## config.mk

```make
export PLATFORM = sky130hd
export DESIGN_NAME = class_score_moving_average_argmax
export DESIGN_NICKNAME = d
export VERILOG_FILES = /design/src/csmaa_pkg.sv /design/src/csmaa_ram.sv /design/src/class_score_moving_average_argmax.sv
export SDC_FILE = /design/constraint.sdc
export NUM_CORES = 1
export LEC_CHECK = 0
export CAP_MARGIN = 15
export CORE_ASPECT_RATIO = 2
export CORE_UTILIZATION = 55
export DETAILED_ROUTE_END_ITERATION = 6
export DONT_BUFFER_PORTS = 1
export PLACE_DENSITY = 0.78
export SYNTH_ARGS = -nofsm -noshare
export SYNTH_HDL_FRONTEND = slang
export SYNTH_SLANG_ARGS = --single-unit
```

## constraint.sdc

```tcl
create_clock -name clk -period 7.3 [get_ports clk]
set_input_delay 0.73 -clock clk [delete_from_list [all_inputs] [get_ports clk]]
set_output_delay 0.73 -clock clk [all_outputs]
set_load 0.05 [all_outputs]
```

## src/csmaa_pkg.sv

```systemverilog
// shared types and constants for the class score moving average and argmax block
// no dependencies

package csmaa_pkg;

  typedef logic signed [7:0] score_t;
  typedef logic [3:0] class_t;
  typedef logic [4:0] count_t;

  typedef struct packed {
    class_t class_index;
    score_t averaged_score;
    logic   frame_done;
    class_t top_class;
  } result_t;

  localparam score_t SCORE_MIN = 8'sh80;
  localparam count_t CLASS_COUNT_RESET = 5'd12;
  localparam int RESULT_QDEPTH = 4;

endpackage

```

## src/csmaa_ram.sv

```systemverilog
// generic single-port-write, single-port-read ram with registered read data
// no dependencies; read during write at the same address returns the old word

module csmaa_ram #(
  parameter int WIDTH = 8,
  parameter int DEPTH = 64
) (
  input  logic                                      clk,
  input  logic                                      we,
  input  logic [((DEPTH > 1) ? $clog2(DEPTH) : 1)-1:0] waddr,
  input  logic [WIDTH-1:0]                          wdata,
  input  logic [((DEPTH > 1) ? $clog2(DEPTH) : 1)-1:0] raddr,
  output logic [WIDTH-1:0]                          rdata
);

  logic [WIDTH-1:0] mem [DEPTH];

  always_ff @(posedge clk) begin
    if (we) begin
      mem[waddr] <= wdata;
    end
    rdata <= mem[raddr];
  end

endmodule

```

## src/class_score_moving_average_argmax.sv

```systemverilog
// moving average smoothing of classifier scores with a running argmax, top level
// depends on csmaa_pkg and csmaa_ram
//
// usage:
//   input channel in_valid/in_ready carries one signed score per request, classes in order,
//   class_count classes make one frame. output channel out_valid/out_ready carries one
//   result per request: class_index, window average of that class (truncated toward zero),
//   frame_done on the frame's last class and top_class (first highest average) with it.
//   cfg_we/cfg_wdata write class_count; write it only while idle.
// pipeline: an accepted request passes the stage 1 and stage 2 registers into the result queue,
//   which offers it on the output. throughput is one request per cycle while in_ready is high,
//   set by the history and sum memories (one read and one write port each) with write forwarding.
// reset: a clearing pass zeroes the score history and the class sums with in_ready low;
//   class_count returns to 12.
// stall: results wait in a four-entry result queue; with four requests in flight and none
//   taken, in_ready drops until the receiver takes one.

module class_score_moving_average_argmax #(
  parameter int WINDOW      = 4,
  parameter int MAX_CLASSES = 16
) (
  input  logic                clk,
  input  logic                rst,
  input  logic                cfg_we,
  input  csmaa_pkg::count_t   cfg_wdata,
  input  logic                in_valid,
  output logic                in_ready,
  input  csmaa_pkg::score_t   score,
  output logic                out_valid,
  input  logic                out_ready,
  output csmaa_pkg::class_t   class_index,
  output csmaa_pkg::score_t   averaged_score,
  output logic                frame_done,
  output csmaa_pkg::class_t   top_class
);

  import csmaa_pkg::*;

  localparam int HIST_DEPTH = WINDOW * MAX_CLASSES;
  localparam int HIST_AW    = $clog2(HIST_DEPTH);
  localparam int CLS_W      = $clog2(MAX_CLASSES);
  localparam int SLOT_W     = (WINDOW > 1) ? $clog2(WINDOW) : 1;
  localparam int SUM_W      = 8 + $clog2(WINDOW);
  localparam int DIV_SHIFT  = SUM_W + $clog2(WINDOW);
  localparam int RECIP_W    = DIV_SHIFT + 1;
  localparam int RECIP      = ((1 << DIV_SHIFT) + WINDOW - 1) / WINDOW;
  localparam int PROD_W     = SUM_W + RECIP_W;
  localparam int CMP_W      = ($clog2(MAX_CLASSES + 1) > 5) ? $clog2(MAX_CLASSES + 1) : 5;
  localparam int QPTR_W     = $clog2(RESULT_QDEPTH);
  localparam int QCNT_W     = $clog2(RESULT_QDEPTH + 1);

  // control
  logic               clearing;
  logic [HIST_AW-1:0] clr_addr;
  count_t             class_count;
  logic [CLS_W-1:0]   cls_cnt;
  logic [SLOT_W-1:0]  slot;
  logic [QCNT_W-1:0]  inflight;
  logic               in_acc;
  logic               out_acc;
  logic [CMP_W-1:0]   eff_count;
  logic               done_now;
  logic [HIST_AW-1:0] hist_raddr;

  // stage 1
  logic               s1_valid;
  score_t             s1_score;
  logic [CLS_W-1:0]   s1_cls;
  logic [HIST_AW-1:0] s1_haddr;
  logic               s1_done;
  logic               hist_hit;
  score_t             hist_fwd;
  logic               sum_hit;
  logic signed [SUM_W-1:0] sum_fwd;
  logic [7:0]         hist_rdata;
  logic [SUM_W-1:0]   sum_rdata;
  score_t             hist_old;
  logic signed [SUM_W-1:0] sum_old;
  logic signed [SUM_W-1:0] sum_new;

  // memory ports
  logic               hist_we;
  logic [HIST_AW-1:0] hist_waddr;
  logic [7:0]         hist_wdata;
  logic               sum_we;
  logic [CLS_W-1:0]   sum_waddr;
  logic [SUM_W-1:0]   sum_wdata;

  // stage 2
  logic               s2_valid;
  logic signed [SUM_W-1:0] s2_sum;
  logic [CLS_W-1:0]   s2_cls;
  logic               s2_done;
  logic               s2_neg;
  logic [SUM_W-1:0]   s2_mag;
  logic [PROD_W-1:0]  s2_prod;
  logic [7:0]         s2_quot;
  score_t             s2_avg;
  score_t             base_value;
  logic [CLS_W-1:0]   base_index;
  score_t             best_value;
  score_t             best_value_next;
  logic [CLS_W-1:0]   best_index;
  logic [CLS_W-1:0]   best_index_next;
  result_t            s2_result;

  // result queue
  result_t            q_mem [RESULT_QDEPTH];
  logic [QPTR_W-1:0]  q_wr;
  logic [QPTR_W-1:0]  q_rd;
  logic [QCNT_W-1:0]  q_count;

  assign in_ready  = !clearing && (inflight < QCNT_W'(RESULT_QDEPTH));
  assign in_acc    = in_valid && in_ready;
  assign out_valid = (q_count != '0);
  assign out_acc   = out_valid && out_ready;

  always_comb begin
    if (class_count == '0) begin
      eff_count = CMP_W'(1);
    end else if (CMP_W'(class_count) > CMP_W'(MAX_CLASSES)) begin
      eff_count = CMP_W'(MAX_CLASSES);
    end else begin
      eff_count = CMP_W'(class_count);
    end
  end

  assign done_now   = (CMP_W'(cls_cnt) + CMP_W'(1)) >= eff_count;
  assign hist_raddr = HIST_AW'(slot) * HIST_AW'(MAX_CLASSES) + HIST_AW'(cls_cnt);

  // memory writes: clearing pass after reset, then stage 1 updates
  always_comb begin
    if (clearing) begin
      hist_we    = 1'b1;
      hist_waddr = clr_addr;
      hist_wdata = '0;
      sum_we     = ({1'b0, clr_addr} < (HIST_AW + 1)'(MAX_CLASSES));
      sum_waddr  = CLS_W'(clr_addr);
      sum_wdata  = '0;
    end else begin
      hist_we    = s1_valid;
      hist_waddr = s1_haddr;
      hist_wdata = s1_score;
      sum_we     = s1_valid;
      sum_waddr  = s1_cls;
      sum_wdata  = sum_new;
    end
  end

  csmaa_ram #(
    .WIDTH(8),
    .DEPTH(HIST_DEPTH)
  ) u_hist (
    .clk  (clk),
    .we   (hist_we),
    .waddr(hist_waddr),
    .wdata(hist_wdata),
    .raddr(hist_raddr),
    .rdata(hist_rdata)
  );

  csmaa_ram #(
    .WIDTH(SUM_W),
    .DEPTH(MAX_CLASSES)
  ) u_sums (
    .clk  (clk),
    .we   (sum_we),
    .waddr(sum_waddr),
    .wdata(sum_wdata),
    .raddr(cls_cnt),
    .rdata(sum_rdata)
  );

  // stage 1: running sum update
  always_comb begin
    hist_old = hist_hit ? hist_fwd : $signed(hist_rdata);
    sum_old  = sum_hit ? sum_fwd : $signed(sum_rdata);
    sum_new  = sum_old + SUM_W'(s1_score) - SUM_W'(hist_old);
  end

  // stage 2: divide by window and argmax
  always_comb begin
    s2_neg  = s2_sum[SUM_W-1];
    s2_mag  = s2_neg ? SUM_W'(-s2_sum) : SUM_W'(s2_sum);
    s2_prod = PROD_W'(s2_mag) * PROD_W'(RECIP);
    s2_quot = s2_prod[DIV_SHIFT +: 8];
    s2_avg  = s2_neg ? $signed(8'(-s2_quot)) : $signed(s2_quot);
    if (s2_cls == '0) begin
      base_value = SCORE_MIN;
      base_index = '0;
    end else begin
      base_value = best_value;
      base_index = best_index;
    end
    if (base_value < s2_avg) begin
      best_value_next = s2_avg;
      best_index_next = s2_cls;
    end else begin
      best_value_next = base_value;
      best_index_next = base_index;
    end
    s2_result.class_index    = class_t'(s2_cls);
    s2_result.averaged_score = s2_avg;
    s2_result.frame_done     = s2_done;
    s2_result.top_class      = s2_done ? class_t'(best_index_next) : '0;
  end

  always_ff @(posedge clk) begin
    if (rst) begin
      clearing    <= 1'b1;
      clr_addr    <= '0;
      class_count <= CLASS_COUNT_RESET;
      cls_cnt     <= '0;
      slot        <= '0;
      inflight    <= '0;
      s1_valid    <= 1'b0;
      s2_valid    <= 1'b0;
      hist_hit    <= 1'b0;
      sum_hit     <= 1'b0;
      best_value  <= SCORE_MIN;
      best_index  <= '0;
      q_wr        <= '0;
      q_rd        <= '0;
      q_count     <= '0;
    end else begin
      if (clearing) begin
        clr_addr <= clr_addr + HIST_AW'(1);
        if (clr_addr == HIST_AW'(HIST_DEPTH - 1)) begin
          clearing <= 1'b0;
        end
      end
      if (cfg_we) begin
        class_count <= cfg_wdata;
      end
      if (in_acc) begin
        if (done_now) begin
          cls_cnt <= '0;
          slot    <= (slot == SLOT_W'(WINDOW - 1)) ? '0 : slot + SLOT_W'(1);
        end else begin
          cls_cnt <= cls_cnt + CLS_W'(1);
        end
      end
      inflight <= inflight + QCNT_W'(in_acc) - QCNT_W'(out_acc);
      s1_valid <= in_acc;
      s2_valid <= s1_valid;
      hist_hit <= s1_valid && (s1_haddr == hist_raddr);
      sum_hit  <= s1_valid && (s1_cls == cls_cnt);
      if (s2_valid) begin
        best_value <= best_value_next;
        best_index <= best_index_next;
        q_wr       <= q_wr + QPTR_W'(1);
      end
      if (out_acc) begin
        q_rd <= q_rd + QPTR_W'(1);
      end
      q_count <= q_count + QCNT_W'(s2_valid) - QCNT_W'(out_acc);
    end
  end

  // payload registers
  always_ff @(posedge clk) begin
    if (in_acc) begin
      s1_score <= score;
      s1_cls   <= cls_cnt;
      s1_haddr <= hist_raddr;
      s1_done  <= done_now;
    end
    hist_fwd <= s1_score;
    sum_fwd  <= sum_new;
    if (s1_valid) begin
      s2_sum  <= sum_new;
      s2_cls  <= s1_cls;
      s2_done <= s1_done;
    end
    if (s2_valid) begin
      q_mem[q_wr] <= s2_result;
    end
  end

  assign class_index    = q_mem[q_rd].class_index;
  assign averaged_score = q_mem[q_rd].averaged_score;
  assign frame_done     = q_mem[q_rd].frame_done;
  assign top_class      = q_mem[q_rd].top_class;

endmodule
```

Yosys cells after proc, flatten, opt, wreduce, memory -nomap -nowiden --
Memories as Yosys holds them, arrays and structs flattened. A register that Yosys moved wholly into a read port is not among the register bits. Index checks and enable logic that the tools add are counted.
Cells by class: $add $sub $neg 15, order comparisons 5, equality and inequality tests 4, mux-type cells 29, reductions and logical operators 10
Operators by type and width (count):
- 8-bit 2-to-1 mux | 5
- 10-bit 2-to-1 mux | 3
- 4-bit 2-to-1 mux | 5
- 10-bit by 8-bit adder with 10-bit output | 1
- 1-bit 2-to-1 mux | 10
- 5-bit 2-to-1 mux | 2
- 10-bit negation | 1
- 10-bit by 8-bit subtractor with 10-bit output | 1
- 8-bit < comparator | 1
- 8-bit negation | 1
- 2-bit by 1-bit adder with 2-bit output (second input constant) | 3
- 3-bit by 1-bit adder with 3-bit output | 2
- 6-bit by 1-bit adder with 6-bit output (second input constant) | 1
- 6-bit by 4-bit adder with 6-bit output | 1
- 6-bit == test | 1
- 6-bit == test (second input constant) | 1
- 6-bit by 5-bit < comparator with 1-bit output (second input constant) | 1
- 2-bit 2-to-1 mux | 3
- 6-bit 2-to-1 mux | 1
- 3-bit by 1-bit subtractor with 3-bit output | 2
- 4-bit by 1-bit adder with 5-bit output (second input constant) | 1
- 5-bit greater-or-equal comparator | 1
- 5-bit > comparator (second input constant) | 1
- 1-bit logical AND | 5
- other kinds (9) | 9
Word-level totals: bits in registers 96, memory bits (writable) 740, input port bits 18, output and inout port bits 19, word-level logic and storage cells 90, memories kept 3
Memory list:
- u_hist.mem | depth 64, width 8, read ports 1, clocked after memory_dff 1, wr ports 1, RTL line csmaa_ram.sv:16 | logic [WIDTH-1:0] mem [DEPTH];
- u_sums.mem | depth 16, width 10, read ports 1, clocked after memory_dff 1, wr ports 1, RTL line csmaa_ram.sv:16
- q_mem | depth 4, width 17, read ports 1, clocked after memory_dff 1, wr ports 1, RTL line class_score_moving_average_argmax.sv:108 | result_t q_mem [RESULT_QDEPTH];

Logic depth before layout (Yosys ltp) --
word-level depth 7, depth in mapped cells 19

Modules after synthesis --
Synthesis repeated with hierarchy kept, for this count alone.
Unflattened totals: cells, all modules 1758, area, all modules 33862.5 um2
By module, submodules not included:
- csmaa_ram (u_hist) | times used 1, cells each 940, area each 20166.8 um2, seq. area each 15534.9 um2
- class_score_moving_average_argmax | times used 1, cells each 539, area each 7342.0 um2, seq. area each 4224.1 um2
- csmaa_ram (u_sums) | times used 1, cells each 279, area each 6353.6 um2, seq. area each 5004.8 um2

Worst setup path before layout --
No wires, ideal clock.
path type flip-flop to flip-flop, from reg s2_sum[0], to reg best_value[0], arrival time 3757 ps, required time 7233 ps, setup slack 3476 ps, cell stages (with the launch flop) 19, path buffers 1, cells stage by stage edfxtp_1 -> o21ai_0 -> xnor2_1 -> inv_1 -> ha_1 -> nor4b_1 -> nand2_1 -> nor3_1 -> a31oi_1 -> xnor2_1 -> inv_1 -> ha_1 -> a21o_1 -> a21oi_1 -> a31oi_1 -> a21o_1 -> buf_6 -> or3b_4 -> o21ai_2
On the way: word-level cells in the longest chain between the ends 6
Ends and longest elaborated chain:
- start: declaration | RTL line class_score_moving_average_argmax.sv:91 | logic signed [SUM_W-1:0] s2_sum;
- start signal: assignment | RTL line class_score_moving_average_argmax.sv:271 | s2_sum <= sum_new;
- 10-bit negation * | RTL line class_score_moving_average_argmax.sv:184 | s2_mag = s2_neg ? SUM_W'(-s2_sum) : SUM_W'(s2_sum);
- 10-bit 2-to-1 mux * | RTL line class_score_moving_average_argmax.sv:184
- 8-bit negation | RTL line class_score_moving_average_argmax.sv:187 | s2_avg = s2_neg ? $signed(8'(-s2_quot)) : $signed(s2_quot);
- 8-bit 2-to-1 mux * | RTL line class_score_moving_average_argmax.sv:187
- via s2_avg[0] | RTL line class_score_moving_average_argmax.sv:98 | score_t s2_avg;
- 8-bit < comparator | RTL line class_score_moving_average_argmax.sv:195 | if (base_value < s2_avg) begin
- 8-bit 2-to-1 mux * | RTL line class_score_moving_average_argmax.sv:195
- end signal: assignment | RTL line class_score_moving_average_argmax.sv:249 | best_value <= best_value_next;
- end: declaration | RTL line class_score_moving_average_argmax.sv:101 | score_t best_value;
Mark *: on every way through the listed nets, which the timed path passes. The rest lies on a longest branch. A chain may end at the register's enable or synchronous reset.

Final worst setup path --
from reg s2_sum[9], to reg best_value[2]
On the way: elaborated cells between the ends (all ways) 6, those cells by class add/sub: 2; order compare: 1; mux: 3
RTL lines (RTL line):
- 10-bit 2-to-1 mux | class_score_moving_average_argmax.sv:184
- 8-bit negation | class_score_moving_average_argmax.sv:187
- 8-bit 2-to-1 mux * | class_score_moving_average_argmax.sv:187
- via s2_avg[0] | class_score_moving_average_argmax.sv:98
- 8-bit < comparator * | class_score_moving_average_argmax.sv:195
- 8-bit 2-to-1 mux * | class_score_moving_average_argmax.sv:195
Marks and branches as above.

==> qor.csv <==
metric,value,unit
Final Hold Fails,0,
maxcap violations,0,
Seq cells post-synth,852,
max-slew violation count,0,
DR pass1 iterations,6,
flip-flop and latch area,24800,sq um
warnings from Yosys,0,
Iteration-0 DRC Markers,1428,
crit path time final,5.02,ns
antenna violations before repair,3,
final core utilization,61.1,%
"commonest non-fill, non-tap cell in the layout",edfxtp_1,
Residual DRC,0,
fmax,199,MHz
Initial Util,55.7,%
most frequent cells in the layout,"770 x edfxtp_1, 195 x mux4_2, 124 x nor2_1",
CTS tree,yes,
final wirelength,73.6,mm
crit path DAT,5.55,ns
endpoints failing setup,0,
PortBufs,0,
average size of a mapped cell,19.2,sq um
worst hold margin,0.183,ns
Post-CTS Resized,0,
row count,127,
final net count,1834,
cell area after placement,34500,sq um
ANT nets after route,0,
synthesized netlist cell count,1742,
Mapped Nets,1806,
die width,176,um
routed len/inst,28.3,um
main flop type after synthesis,edfxtp_1,
Via density,6.32,
"EDFF count, synth",770,
status,"complete, no violations",
Die Y,351,um
PD cells,264,nW/um^2
RD Place Congestion,0.848,
fin crit share,68.7,%
Syn Std Cell Area,33500,sq um
Setup Buffers After CTS,0,
CP endpoint kind,register,
post-route cell area,36700,sq um
"Max FO, Critical Path",10,
Async SR Flop Fraction,0,%
post-synthesis sequential area ratio,74.0,%
Max Buffers Root-to-Sink,3,
"Clk Latency, worst-skew pair",0.62,ns
number of I/O pins,37,
worst setup margin,2.28,ns
synth unique cells,57,
GR Overflow Total,0,
number of global-route vias before repair,17300,
GRT Util Overall,24.6,%
CTS sink cnt,852,
Multi-input gate area,8260,sq um
first-pass GRT wire length,109,mm
share of cells above drive strength 1,20.5,%
Slew headroom,22.5,%
startpoint types,register,
via count,16400,
pre-CTS setup slack,2.48,ns
largest net degree at the start of global routing,120,
CTS root buffer,clkbuf_16,
number of fill cells in the layout,4062,
Hold Path Class,in2reg,
RSZ-0062 raised after global routing,false,
critical path class,reg2reg,
Post-CTS Hold Buffers,0,
Die ar.,61900,sq um
clk_skew,0.0253,ns
HPWL after DPL,46.3,mm
htree depth,3,
Worst VDD drop,211,uV
Area Overhead vs Synth,9.75,%
core area,60100,sq um
post-route setup TNS,0,ns
Least-Margin Pin Slew,1.16,ns
"Reg clk slew, reported paths",0.08,ns
Leakage,11.4,nW
WP data required,7.84,ns
CTS Buf Count,69,
[cell usage after synthesis (all sizes together), types with 18 or more instances]
cell    number  area share, %
a21oi       34           0.51
buf         33           0.47
o21ai       34           0.58
mux2i       27           0.81
clkbuf      55           0.62
dfxtp       82            4.9
nor2b       24           0.45
mux4       195             13
edfxtp     770             69
ha          35            1.3
a22oi       42           0.94
inv         36           0.40
nor2       128            1.4
nand2b      18           0.34
nand2       48           0.54
xnor2       19           0.50
[registers in the layout, summed over array words and instances, names as in the netlist, 5 cells and up, named ones only]
register,flops
best_value,8
class_count,5
clr_addr,6
hist_fwd,8
q_mem,68
s1_score,8
s2_sum,10
sum_fwd,10
u_hist.mem,512
u_hist.rdata,8
u_sums.mem,160
u_sums.rdata,10
[final timing paths]
check	start	to	slack, ns	depth (start not counted)
worst max-delay path	s2_sum[9]$_DFFE_PP_	best_value[2]$_SDFFE_PP0P_	2.28	17
worst min-delay path	rst	clr_addr[5]$_SDFFE_PP0P_	0.18	1
worst max register to register	s2_sum[9]$_DFFE_PP_	best_value[2]$_SDFFE_PP0P_	2.28	17
worst min register to register	s1_score[2]$_DFFE_PP_	hist_fwd[2]$_DFF_P_	0.38	0
[critical path, cell delays in order, from the launching register on]
cell      delay [ns]
edfxtp_1        0.50
o21ai_0         0.28
xnor2_1         0.49
inv_1           0.16
ha_1            0.27
nor4b_1         0.32
nand2_1         0.12
nor3_1          0.18
a31oi_1         0.08
xnor2_1         0.55
inv_1           0.11
ha_1            0.35
a21o_1          0.20
a21oi_1         0.24
a31oi_1         0.15
a21o_1          0.29
or3b_4          0.48
o21ai_2         0.16
[metrics by stage]
step	std cells	total power, mW
finish	2599	9.70
global route	2598	9.97
global placement	2469	6.11
floorplan	1742	6.00
detailed placement	2470	6.14
CTS	2595	9.73
[power breakdown]
part	internal, mW	leakage (nW)	total (mW)	switching, mW
sequential	5.36	7.47	5.41	0.0566
clock	1.96	1.06	3.66	1.70
combinational	0.242	2.86	0.636	0.394
[routing by layer]
| metal | part of all wire (%) | GRT usage (%) | up-vias |
|---|---|---|---|
| li1 | - | - | 7028 |
| met1 | 32 | 26.4 | 8540 |
| met2 | 56 | 45.4 | 656 |
| met3 | 5.7 | 3.52 | 208 |
| met4 | 6.1 | 14.3 | 4 |
| met5 | 0.024 | 0 | - |
[layout make-up]
| type | instances | area share [%] |
|---|---|---|
| multi-input combinational | 766 | 22.5 |
| inverter | 36 | 0.368 |
| tap | 774 | 2.64 |
| timing repair buffer | 45 | 1.08 |
| sequential | 852 | 67.5 |
| clock inverter | 36 | 0.814 |
| clock buffer | 89 | 5.14 |
| antenna | 1 | 0.00681 |
[kinds of logic (layout without fill, tap and decap cells)]
logic type	after synthesis	after routing	synth area share (%)
fa+ha+maj	46	46	1.97
other cells	0	1	0
flops	852	852	74.0
simple gates	290	290	4.09
buf+inv	124	206	1.49
xor+xnor	35	35	0.916
mux	231	231	14.2
compound gates	164	164	3.30
No activity file was read; power rests on OpenSTA's default activity.
